==> src/design/hctf_pkg.sv <==
`default_nettype none
package hctf_pkg;

  localparam int unsigned SMP_W   = 24;
  localparam int unsigned CFG_W   = 24;
  localparam int unsigned CADDR_W = 3;
  localparam int unsigned RUN_MAX = 4;

  // Register indexes on the configuration port.
  localparam logic [CADDR_W-1:0] REG_ADC_RES   = 3'd0;
  localparam logic [CADDR_W-1:0] REG_SMP_RATE  = 3'd1;
  localparam logic [CADDR_W-1:0] REG_VREF_HALF = 3'd2;
  localparam logic [CADDR_W-1:0] REG_HB_PERIOD = 3'd3;
  localparam logic [CADDR_W-1:0] REG_TIMEOUT   = 3'd4;

  localparam logic [4:0]  ADC_RES_RST   = 5'd20;
  localparam logic [15:0] SMP_RATE_RST  = 16'd1000;
  localparam logic [15:0] VREF_HALF_RST = 16'd2500;
  localparam logic [15:0] HB_PERIOD_RST = 16'd1000;
  localparam logic [23:0] TIMEOUT_RST   = 24'd240000;
  localparam logic [7:0]  DAC_RST       = 8'd148;
  localparam logic [3:0]  GAIN_MAX      = 4'd8;

  localparam logic [7:0] GUARD_BYTE = 8'hAB;
  localparam logic [7:0] CMD_STREAM = 8'hA1;
  localparam logic [7:0] CMD_REPORT = 8'hA5;
  localparam logic [7:0] CMD_GAIN   = 8'hA6;
  localparam logic [7:0] CMD_SOURCE = 8'hA8;
  localparam logic [7:0] CMD_OGAIN  = 8'hA9;
  localparam logic [7:0] CMD_DAC    = 8'hAA;

  typedef enum logic [1:0] {
    REQ_BYTE     = 2'd0,
    REQ_RAW      = 2'd1,
    REQ_FILTERED = 2'd2,
    REQ_TICK     = 2'd3
  } req_t;

  typedef enum logic [2:0] {
    FT_DATA  = 3'd0,
    FT_HBEAT = 3'd1,
    FT_CFG2  = 3'd2,
    FT_CFG3  = 3'd3,
    FT_CFG4  = 3'd4,
    FT_ACK   = 3'd7
  } ftype_t;

  typedef enum logic [1:0] {
    PS_GUARD = 2'd0,
    PS_CMD   = 2'd1,
    PS_PARAM = 2'd2,
    PS_CHECK = 2'd3
  } pstate_t;

  typedef struct packed {
    logic [1:0]              req_type;
    logic [7:0]              rx_byte;
    logic signed [SMP_W-1:0] sample_value;
  } in_item_t;

  typedef struct packed {
    logic       led_on;
    logic [3:0] gain_code;
    logic [3:0] offset_gain_code;
    logic [7:0] dac_value;
    logic       stream_on;
    logic       filtered_mode;
  } status_t;

  typedef struct packed {
    logic [2:0] frame_type;
    logic [7:0] payload_a;
    logic [7:0] payload_b;
    logic [7:0] payload_c;
  } frame_t;

  typedef struct packed {
    logic [2:0]       count;
    frame_t [RUN_MAX-1:0] frames;
    status_t          status;
  } run_t;

  typedef struct packed {
    logic [2:0] frame_type;
    logic [7:0] payload_a;
    logic [7:0] payload_b;
    logic [7:0] payload_c;
    logic       last_of_run;
    logic       led_on;
    logic [3:0] gain_code;
    logic [3:0] offset_gain_code;
    logic [7:0] dac_value;
    logic       stream_on;
    logic       filtered_mode;
  } out_item_t;

endpackage
`default_nettype wire

==> src/design/host_command_and_telemetry_framer_top.sv <==
`default_nettype none
// Host command and telemetry framer. Each input transfer (host byte, raw or
// filtered sample, or timer tick) is decoded in the cycle it is taken and
// leaves zero to four frames in a run buffer, which drains one frame per
// cycle on the out channel while out_ready is high; last_of_run marks the
// final frame of each run. A new input is taken as soon as the buffer is
// empty or its last frame is being transferred, so no new input is taken
// while a run is pending. Ticks, bytes that complete no command and dropped
// samples leave no frames, streamed samples leave one or two, and a command
// up to four. The run buffer and out_ready back-pressure set the rate.
// Configuration writes take effect on the next input transfer.
module host_command_and_telemetry_framer_top #(
  parameter int unsigned SAMPLE_BITS = 24
) (
  input  wire logic                         clk,
  input  wire logic                         rst_n,
  input  wire logic                         in_valid,
  output logic                              in_ready,
  input  wire hctf_pkg::in_item_t           in_data,
  output logic                              out_valid,
  input  wire logic                         out_ready,
  output hctf_pkg::out_item_t               out_data,
  input  wire logic                         cfg_we,
  input  wire logic [hctf_pkg::CADDR_W-1:0] cfg_addr,
  input  wire logic [hctf_pkg::CFG_W-1:0]   cfg_wdata
);

  hctf_pkg::run_t run;
  logic           take;
  logic           pop;

  logic [2:0]                              cnt_r, cnt_nxt;
  hctf_pkg::frame_t [hctf_pkg::RUN_MAX-1:0] frames_r, frames_nxt;
  hctf_pkg::status_t                       status_r, status_nxt;

  assign out_valid = (cnt_r != 3'd0);
  assign pop       = out_valid && out_ready;
  assign in_ready  = (cnt_r == 3'd0) || (pop && (cnt_r == 3'd1));
  assign take      = in_valid && in_ready;

  hctf_core #(
    .SAMPLE_BITS(SAMPLE_BITS)
  ) u_core (
    .clk      (clk),
    .rst_n    (rst_n),
    .take     (take),
    .item     (in_data),
    .cfg_we   (cfg_we),
    .cfg_addr (cfg_addr),
    .cfg_wdata(cfg_wdata),
    .run      (run)
  );

  always_comb begin
    cnt_nxt    = cnt_r;
    frames_nxt = frames_r;
    status_nxt = status_r;
    if (take) begin
      cnt_nxt    = run.count;
      frames_nxt = run.frames;
      status_nxt = run.status;
    end else if (pop) begin
      // Shift the run down so the head frame always sits in slot zero.
      cnt_nxt = cnt_r - 3'd1;
      for (int k = 0; k < hctf_pkg::RUN_MAX - 1; k++) begin
        frames_nxt[k] = frames_r[k+1];
      end
    end
  end

  always_ff @(posedge clk) begin
    if (!rst_n) begin
      cnt_r <= '0;
    end else begin
      cnt_r <= cnt_nxt;
    end
  end

  always_ff @(posedge clk) begin
    frames_r <= frames_nxt;
    status_r <= status_nxt;
  end

  assign out_data = '{
    frame_type:       frames_r[0].frame_type,
    payload_a:        frames_r[0].payload_a,
    payload_b:        frames_r[0].payload_b,
    payload_c:        frames_r[0].payload_c,
    last_of_run:      (cnt_r == 3'd1),
    led_on:           status_r.led_on,
    gain_code:        status_r.gain_code,
    offset_gain_code: status_r.offset_gain_code,
    dac_value:        status_r.dac_value,
    stream_on:        status_r.stream_on,
    filtered_mode:    status_r.filtered_mode
  };

endmodule
`default_nettype wire

==> src/design/hctf_core.sv <==
`default_nettype none
module hctf_core #(
  parameter int unsigned SAMPLE_BITS = 24
) (
  input  wire logic                              clk,
  input  wire logic                              rst_n,
  input  wire logic                              take,
  input  wire hctf_pkg::in_item_t                item,
  input  wire logic                              cfg_we,
  input  wire logic [hctf_pkg::CADDR_W-1:0]      cfg_addr,
  input  wire logic [hctf_pkg::CFG_W-1:0]        cfg_wdata,
  output hctf_pkg::run_t                         run
);

  logic [4:0]  adc_res_r;
  logic [15:0] smp_rate_r;
  logic [15:0] vref_half_r;
  logic [15:0] hb_period_r;
  logic [23:0] timeout_r;

  hctf_pkg::pstate_t pstate_r, pstate_nxt;
  logic [7:0]  cmd_r, cmd_nxt;
  logic [7:0]  param_r, param_nxt;
  logic        armed_r, armed_nxt;
  logic [23:0] tcount_r, tcount_nxt;
  logic        stream_r, stream_nxt;
  logic        filt_r, filt_nxt;
  logic [3:0]  gain_r, gain_nxt;
  logic [3:0]  ogain_r, ogain_nxt;
  logic [7:0]  dac_r, dac_nxt;
  logic [15:0] hb_r, hb_nxt;
  logic        led_r, led_nxt;

  logic signed [SAMPLE_BITS-1:0] smp_narrow;
  logic [hctf_pkg::SMP_W-1:0]    smp_ext;

  assign smp_narrow = item.sample_value[SAMPLE_BITS-1:0];
  assign smp_ext    = hctf_pkg::SMP_W'(smp_narrow);

  always_ff @(posedge clk) begin
    if (!rst_n) begin
      adc_res_r   <= hctf_pkg::ADC_RES_RST;
      smp_rate_r  <= hctf_pkg::SMP_RATE_RST;
      vref_half_r <= hctf_pkg::VREF_HALF_RST;
      hb_period_r <= hctf_pkg::HB_PERIOD_RST;
      timeout_r   <= hctf_pkg::TIMEOUT_RST;
    end else if (cfg_we) begin
      case (cfg_addr)
        hctf_pkg::REG_ADC_RES:   adc_res_r   <= cfg_wdata[4:0];
        hctf_pkg::REG_SMP_RATE:  smp_rate_r  <= cfg_wdata[15:0];
        hctf_pkg::REG_VREF_HALF: vref_half_r <= cfg_wdata[15:0];
        hctf_pkg::REG_HB_PERIOD: hb_period_r <= cfg_wdata[15:0];
        hctf_pkg::REG_TIMEOUT:   timeout_r   <= cfg_wdata[23:0];
        default: ;
      endcase
    end
  end

  always_ff @(posedge clk) begin
    if (!rst_n) begin
      pstate_r <= hctf_pkg::PS_GUARD;
      cmd_r    <= '0;
      param_r  <= '0;
      armed_r  <= 1'b0;
      tcount_r <= '0;
      stream_r <= 1'b0;
      filt_r   <= 1'b0;
      gain_r   <= '0;
      ogain_r  <= '0;
      dac_r    <= hctf_pkg::DAC_RST;
      hb_r     <= '0;
      led_r    <= 1'b0;
    end else if (take) begin
      pstate_r <= pstate_nxt;
      cmd_r    <= cmd_nxt;
      param_r  <= param_nxt;
      armed_r  <= armed_nxt;
      tcount_r <= tcount_nxt;
      stream_r <= stream_nxt;
      filt_r   <= filt_nxt;
      gain_r   <= gain_nxt;
      ogain_r  <= ogain_nxt;
      dac_r    <= dac_nxt;
      hb_r     <= hb_nxt;
      led_r    <= led_nxt;
    end
  end

  always_comb begin
    logic        exec;
    logic        push_ack;
    logic        push_cfg;
    logic        push_data;
    logic        push_hb;
    logic [7:0]  ack_a;
    logic [7:0]  ack_b;
    logic [24:0] tnext;
    logic [16:0] hnext;
    logic        want_filt;
    logic [2:0]  n;
    hctf_pkg::frame_t [2:0] cfgf;

    pstate_nxt = pstate_r;
    cmd_nxt    = cmd_r;
    param_nxt  = param_r;
    armed_nxt  = armed_r;
    tcount_nxt = tcount_r;
    stream_nxt = stream_r;
    filt_nxt   = filt_r;
    gain_nxt   = gain_r;
    ogain_nxt  = ogain_r;
    dac_nxt    = dac_r;
    hb_nxt     = hb_r;
    led_nxt    = led_r;
    exec       = 1'b0;
    push_ack   = 1'b0;
    push_cfg   = 1'b0;
    push_data  = 1'b0;
    push_hb    = 1'b0;
    ack_a      = cmd_r;
    ack_b      = '0;
    tnext      = {1'b0, tcount_r} + 25'd1;
    hnext      = {1'b0, hb_r} + 17'd1;
    want_filt  = (item.req_type == hctf_pkg::REQ_FILTERED);

    case (item.req_type)
      hctf_pkg::REQ_BYTE: begin
        case (pstate_r)
          hctf_pkg::PS_GUARD: begin
            if (item.rx_byte == hctf_pkg::GUARD_BYTE) begin
              pstate_nxt = hctf_pkg::PS_CMD;
              armed_nxt  = 1'b1;
              tcount_nxt = '0;
            end
          end
          hctf_pkg::PS_CMD: begin
            armed_nxt  = 1'b1;
            tcount_nxt = '0;
            if (item.rx_byte inside {hctf_pkg::CMD_STREAM, hctf_pkg::CMD_REPORT,
                                     hctf_pkg::CMD_GAIN, hctf_pkg::CMD_SOURCE,
                                     hctf_pkg::CMD_OGAIN, hctf_pkg::CMD_DAC}) begin
              cmd_nxt    = item.rx_byte;
              pstate_nxt = hctf_pkg::PS_PARAM;
            end else begin
              pstate_nxt = hctf_pkg::PS_GUARD;
              armed_nxt  = 1'b0;
            end
          end
          hctf_pkg::PS_PARAM: begin
            param_nxt  = item.rx_byte;
            pstate_nxt = hctf_pkg::PS_CHECK;
            armed_nxt  = 1'b1;
            tcount_nxt = '0;
          end
          default: begin
            pstate_nxt = hctf_pkg::PS_GUARD;
            armed_nxt  = 1'b0;
            tcount_nxt = '0;
            exec       = (item.rx_byte == (cmd_r ^ param_r));
          end
        endcase
      end
      hctf_pkg::REQ_TICK: begin
        if (armed_r) begin
          if (tnext >= {1'b0, timeout_r}) begin
            pstate_nxt = hctf_pkg::PS_GUARD;
            cmd_nxt    = '0;
            param_nxt  = '0;
            armed_nxt  = 1'b0;
            tcount_nxt = '0;
          end else begin
            tcount_nxt = tnext[23:0];
          end
        end
      end
      default: begin
        if (stream_r && (filt_r == want_filt)) begin
          push_data = 1'b1;
          if (hnext >= {1'b0, hb_period_r}) begin
            hb_nxt  = '0;
            push_hb = 1'b1;
          end else begin
            hb_nxt = hnext[15:0];
          end
        end
      end
    endcase

    if (exec) begin
      case (cmd_r)
        hctf_pkg::CMD_REPORT: push_cfg = 1'b1;
        hctf_pkg::CMD_STREAM: begin
          stream_nxt = (param_r != 8'd0);
          push_ack   = 1'b1;
          ack_b      = {7'd0, stream_nxt};
          push_cfg   = stream_nxt;
          led_nxt    = ~led_r;
        end
        hctf_pkg::CMD_GAIN: begin
          if (param_r <= {4'd0, hctf_pkg::GAIN_MAX}) gain_nxt = param_r[3:0];
          push_cfg = 1'b1;
          led_nxt  = ~led_r;
        end
        hctf_pkg::CMD_SOURCE: begin
          filt_nxt = (param_r != 8'd0);
          push_ack = 1'b1;
          ack_b    = {7'd0, filt_nxt};
        end
        hctf_pkg::CMD_OGAIN: begin
          if (param_r <= {4'd0, hctf_pkg::GAIN_MAX}) ogain_nxt = param_r[3:0];
          push_ack = 1'b1;
          ack_b    = {4'd0, ogain_nxt};
          push_cfg = 1'b1;
          led_nxt  = ~led_r;
        end
        hctf_pkg::CMD_DAC: begin
          dac_nxt  = param_r;
          push_ack = 1'b1;
          ack_b    = param_r;
          push_cfg = 1'b1;
          led_nxt  = ~led_r;
        end
        default: ;
      endcase
    end

    // Config frames report the settings as this command leaves them.
    cfgf[0] = '{hctf_pkg::FT_CFG2, {3'd0, adc_res_r}, smp_rate_r[15:8], smp_rate_r[7:0]};
    cfgf[1] = '{hctf_pkg::FT_CFG3, {4'd0, gain_nxt}, vref_half_r[15:8], vref_half_r[7:0]};
    cfgf[2] = '{hctf_pkg::FT_CFG4, {4'd0, ogain_nxt}, dac_nxt, 8'd0};

    run.frames = '0;
    n = '0;
    if (push_ack) begin
      run.frames[n[1:0]] = '{hctf_pkg::FT_ACK, ack_a, ack_b, 8'd0};
      n = n + 3'd1;
    end
    if (push_cfg) begin
      for (int k = 0; k < 3; k++) begin
        run.frames[n[1:0]] = cfgf[k];
        n = n + 3'd1;
      end
    end
    if (push_data) begin
      run.frames[n[1:0]] = '{hctf_pkg::FT_DATA, smp_ext[23:16], smp_ext[15:8], smp_ext[7:0]};
      n = n + 3'd1;
    end
    if (push_hb) begin
      run.frames[n[1:0]] = '{hctf_pkg::FT_HBEAT, {4'd0, gain_r}, dac_r, {7'd0, filt_r}};
      n = n + 3'd1;
    end
    run.count  = n;
    run.status = '{led_nxt, gain_nxt, ogain_nxt, dac_nxt, stream_nxt, filt_nxt};
  end

endmodule
`default_nettype wire

==> config.mk <==
export PLATFORM = sky130hd
export DESIGN_NAME = host_command_and_telemetry_framer_top
export DESIGN_NICKNAME = d
export VERILOG_FILES = /design/src/design/hctf_pkg.sv /design/src/design/host_command_and_telemetry_framer_top.sv /design/src/design/hctf_core.sv
export SDC_FILE = /design/constraint.sdc
export NUM_CORES = 1
export LEC_CHECK = 0
export ABC_AREA = 1
export BUFFER_PORTS_ARGS = -buffer_cell sky130_fd_sc_hd__buf_2
export CORE_ASPECT_RATIO = 2
export CORE_MARGIN = 10
export CORE_UTILIZATION = 30
export CTS_CLUSTER_DIAMETER = 60
export DETAILED_ROUTE_END_ITERATION = 7
export PLACE_DENSITY = 0.45
export REMOVE_ABC_BUFFERS = 1
export SKIP_LAST_GASP = 1
export SLEW_MARGIN = 20
export SYNTH_ARGS = -nofsm -noshare
export SYNTH_HDL_FRONTEND = slang
export SYNTH_SLANG_ARGS = --single-unit
export TNS_END_PERCENT = 5
==> constraint.sdc <==
create_clock -name clk -period 3.55 [get_ports clk]
set_clock_uncertainty 0.15 [all_clocks]
set_input_delay 0.355 -clock clk [delete_from_list [all_inputs] [get_ports clk]]
set_output_delay 0.355 -clock clk [all_outputs]
set_load 0.03 [all_outputs]
==> results.py <==
metrics = {
    "logic_synthesis": {
        "synth_async_sr_flop_share_pct": 0,
        "synth_enable_flop_cells": 126,
        "yosysSeqAreaShare_pct": 42.5,
        "postSynthAreaPerCell_um2": 7.31,
        "synth_cell_types": 51,
        "postSynth.topFlopCell": "sky130_fd_sc_hd__dfxtp_1",
        "synth_top_area_share_pct": 23.2,
        "yosys_register_bits": 284,
        "synthTopCellsByArea": "sky130_fd_sc_hd__edfxtp_1, sky130_fd_sc_hd__dfxtp_1, sky130_fd_sc_hd__nand2_1, sky130_fd_sc_hd__inv_1, sky130_fd_sc_hd__nor2_1",
        "synth-warning-count": 0,
        "synthesis.area_um2": 16300,
        "netlist_instances": 2234,
        "post-synth-top-area-cell": "sky130_fd_sc_hd__edfxtp_1",
    },
    "worst_setup_path": {
        "worst-setup-path-type": "register to register",
        "path_max_fanout": 6,
        "element_type_at_the_critical_path_end": "register",
        "critPathArrivalTime_ns": 3.83,
        "cp.required_ns": 3.92,
        "crit_path_start_kind": "register",
    },
    "die": {
        "die_w_um": 185,
        "coreArea_um2": 53800,
        "top_level_ports": 115,
        "start_util_pct": 30.4,
        "row_count": 120,
        "fp.dieArea_um2": 64700,
        "die_h_um": 350,
    },
    "drt": {
        "drt_wl_total_mm": 58.8,
        "drt_iter0_markers": 884,
        "avgRoutedWirePerCell_um": 18.9,
        "vias_per_cell": 4.85,
        "drt_first_pass_iters": 8,
        "antenna_left": 0,
        "drc_errors": 0,
        "count_of_vias_placed_by_the_detailed_router": 15100,
    },
    "global_route": {
        "grt_max_degree": 76,
        "grt_first_pass_wirelength_mm": 88.8,
        "tot_gr_track_use_pct": 17.9,
        "initial_antenna_violation_count": 5,
        "grt_pass1_vias": 15200,
        "grt-ovfl-total": 0,
    },
    "sta": {
        "final_hold_slack_ns": 0.0223,
        "final_period_minus_worst_setup_slack_ns": 3.46,
        "maximum_clock_frequency_mhz": 289,
        "timing.max_slew.rel_slack_pct": 34.7,
        "timing.final.setup_violations": 0,
        "final.period_utilization_pct": 97.4,
        "finalHoldViolations": 0,
        "grt_setup_unrepaired": "yes",
        "worst_pin_slew_ns": 0.979,
        "final_max_slew_viol_count": 0,
    },
    "place": {
        "io_buffers": 114,
        "hpwl_mm": 44.7,
        "cell_count_after_placement": 3013,
        "placed_cell_area_um2": 18100,
        "weighted_congestion_at_the_end_of_routability_driven_global_placement": 0.947,
    },
    "cells_and_area": {
        "syn_to_final_growth_pct": 21.2,
        "finish.instance_area_um2": 19800,
        "most-common-layout-cells": "sky130_fd_sc_hd__nand2_1, sky130_fd_sc_hd__inv_1, sky130_fd_sc_hd__nor2_1",
        "finish.cell_count_without_fillers": 3115,
        "layout.cells.most_common": "sky130_fd_sc_hd__nand2_1",
        "final_nets": 2542,
        "fraction_of_layout_cells_with_a_size_suffix_above_1_pct": 16.5,
        "fill_cells": 5754,
    },
    "clock_tree": {
        "cts_inserted_buffers": 30,
        "clock_tree_from_tritoncts": "done",
        "max_clock_buf_depth": 3,
        "cts-htree-levels": 1,
        "root_buffer_cell": "sky130_fd_sc_hd__clkbuf_16",
        "cts_sinks": 284,
        "cts.reportedPaths.clkPinSlew_ns": 0.07,
        "clk_lat_worst_skew_ns": 0.60,
    },
    "hold_path": {
        "hold_crit_class": "input pin to register",
    },
    "outcome": {
        "outcome": "finished clean",
    },
    "job": {
        "drv_cap": 0,
    },
    "power_and_ir_drop": {
        "power.static_leakage_nw": 9.34,
        "largest_vdd_supply_drop_v": 0.000419,
        "pwr_density_cell_nw_per_um2": 632,
        "fin_total_pwr_mw": 12.5,
    },
}
==> state kept, by name, summed over array words and instances (netlist names), 4 cells and up <==
register and cells:
frames_r 80, u_core.gain_r 4, u_core.ogain_r 4, u_core.cmd_r 8, u_core.adc_res_r 5, out_data 46, u_core.vref_half_r 16, u_core.hb_period_r 16
u_core.dac_r 8, u_core.param_r 8, u_core.tcount_r 24, u_core.timeout_r 24, u_core.smp_rate_r 16, u_core.hb_r 16
==> power by group <==
| group | leakage, nW | internal, mW | total, mW | switching, mW |
|---|---|---|---|---|
| Combinational | 6.30 | 1.18 | 4.13 | 2.95 |
| Clock | 0.512 | 1.93 | 3.38 | 1.46 |
| Sequential | 2.53 | 4.64 | 5.00 | 0.361 |
==> Yosys cell counts, types with 6 or more instances <==
library cell / number
sky130_fd_sc_hd__nor2_1: 230
sky130_fd_sc_hd__nand3_1: 152
sky130_fd_sc_hd__o21ai_0: 136
sky130_fd_sc_hd__o211ai_1: 21
sky130_fd_sc_hd__nand2_2: 9
sky130_fd_sc_hd__nand2_1: 631
sky130_fd_sc_hd__buf_2: 20
sky130_fd_sc_hd__buf_6: 6
sky130_fd_sc_hd__inv_2: 20
sky130_fd_sc_hd__buf_1: 7
sky130_fd_sc_hd__nor3_1: 29
sky130_fd_sc_hd__a21oi_1: 106
sky130_fd_sc_hd__nor2_2: 8
sky130_fd_sc_hd__o22ai_1: 13
sky130_fd_sc_hd__buf_4: 33
sky130_fd_sc_hd__nand4_1: 54
sky130_fd_sc_hd__dfxtp_1: 158
sky130_fd_sc_hd__xnor2_1: 12
sky130_fd_sc_hd__clkbuf_1: 49
sky130_fd_sc_hd__nor2_4: 11
sky130_fd_sc_hd__o21ai_1: 10
sky130_fd_sc_hd__xor2_1: 23
sky130_fd_sc_hd__edfxtp_1: 126
sky130_fd_sc_hd__inv_1: 266
sky130_fd_sc_hd__ha_1: 56
==> stage by stage <==
| stage | util [%] | setup WS [ns] | TNS, ns |
|---|---|---|---|
| after floorplan | - | -2.64 | -377.03 |
| after global placement | 33.6 | -0.136 | -3.38 |
| after detailed placement | 33.6 | -0.147 | -4.20 |
| after CTS | 36.4 | -0.00809 | -0.00809 |
| after global routing | 36.8 | -0.0970 | -3.35 |
| final | 36.8 | 0.0931 | 0 |
==> kinds of logic after synthesis <==
family                   share of synthesized area [%]
AND/OR/NAND/NOR                                   30.7
flip-flops                                        42.5
other                                           0.0230
XOR/XNOR                                          1.88
adder cells (fa/ha/maj)                           4.41
AO/OA/AOI/OAI                                     9.91
buffers and inverters                             10.5
==> path summary, 6_finish.rpt <==
path	depth (start not counted)	from	slack (ns)	to
setup / recovery	21	u_core.tcount_r[1]	0.09	u_core.tcount_r[22]
hold / removal	3	cfg_wdata[1]	0.02	u_core.smp_rate_r[1]
setup reg to reg	21	u_core.tcount_r[1]	0.09	u_core.tcount_r[22]
hold reg to reg	2	u_core.timeout_r[4]	0.31	u_core.timeout_r[4]
==> layer usage <==
metal  vias up  GRT usage [%]  part of all wire (%)
met5         -              0                 0.094
met3       143           2.62                   4.5
met1      7004           18.3                    37
li1       7600              -                     -
met2       363           34.0                    53
met4         8           9.06                   5.3
==> worst max-delay path, cell delays in order, from the launching register on <==
cell and delay [ns]:
sky130_fd_sc_hd__dfxtp_1 0.36, sky130_fd_sc_hd__ha_2 0.20, sky130_fd_sc_hd__and3_4 0.20, sky130_fd_sc_hd__nand3_2 0.09
sky130_fd_sc_hd__nor2_4 0.12, sky130_fd_sc_hd__nand2_2 0.08, sky130_fd_sc_hd__buf_4 0.14, sky130_fd_sc_hd__nor2_1 0.10
sky130_fd_sc_hd__xor2_1 0.22, sky130_fd_sc_hd__ha_1 0.28, sky130_fd_sc_hd__buf_4 0.14, sky130_fd_sc_hd__nand3_2 0.10
sky130_fd_sc_hd__nor3_1 0.06, sky130_fd_sc_hd__buf_4 0.13, sky130_fd_sc_hd__nand3_1 0.06, sky130_fd_sc_hd__nand4_1 0.09
sky130_fd_sc_hd__nor2_2 0.19, sky130_fd_sc_hd__nand2_4 0.10, sky130_fd_sc_hd__nand2_2 0.09, sky130_fd_sc_hd__nand2_4 0.10
sky130_fd_sc_hd__buf_12 0.19, sky130_fd_sc_hd__nor3_2 0.16
==> cell type report <==
class	instances	area, µm²	area share, %
Multi-Input combinational cell	1546	7860	39.7
Sequential cell	284	6950	35.1
Clock inverter	15	169	0.853
Antenna cell	1	2.50	0.0126
Timing Repair Buffer	268	2020	10.2
Clock buffer	41	863	4.36
Tap cell	671	840	4.24
Inverter	289	1100	5.57
==> what timing repair did <==
action	4_1_cts	5_1_grt
endpoints found under the setup margin	68	129
resized for setup	13	45
pin swaps	6	11
gates cloned	0	3
setup buffers	3	4
hold buffers	35	0
endpoints found under the hold margin	74	0
Note: power is estimated with default switching activity, not from simulation.
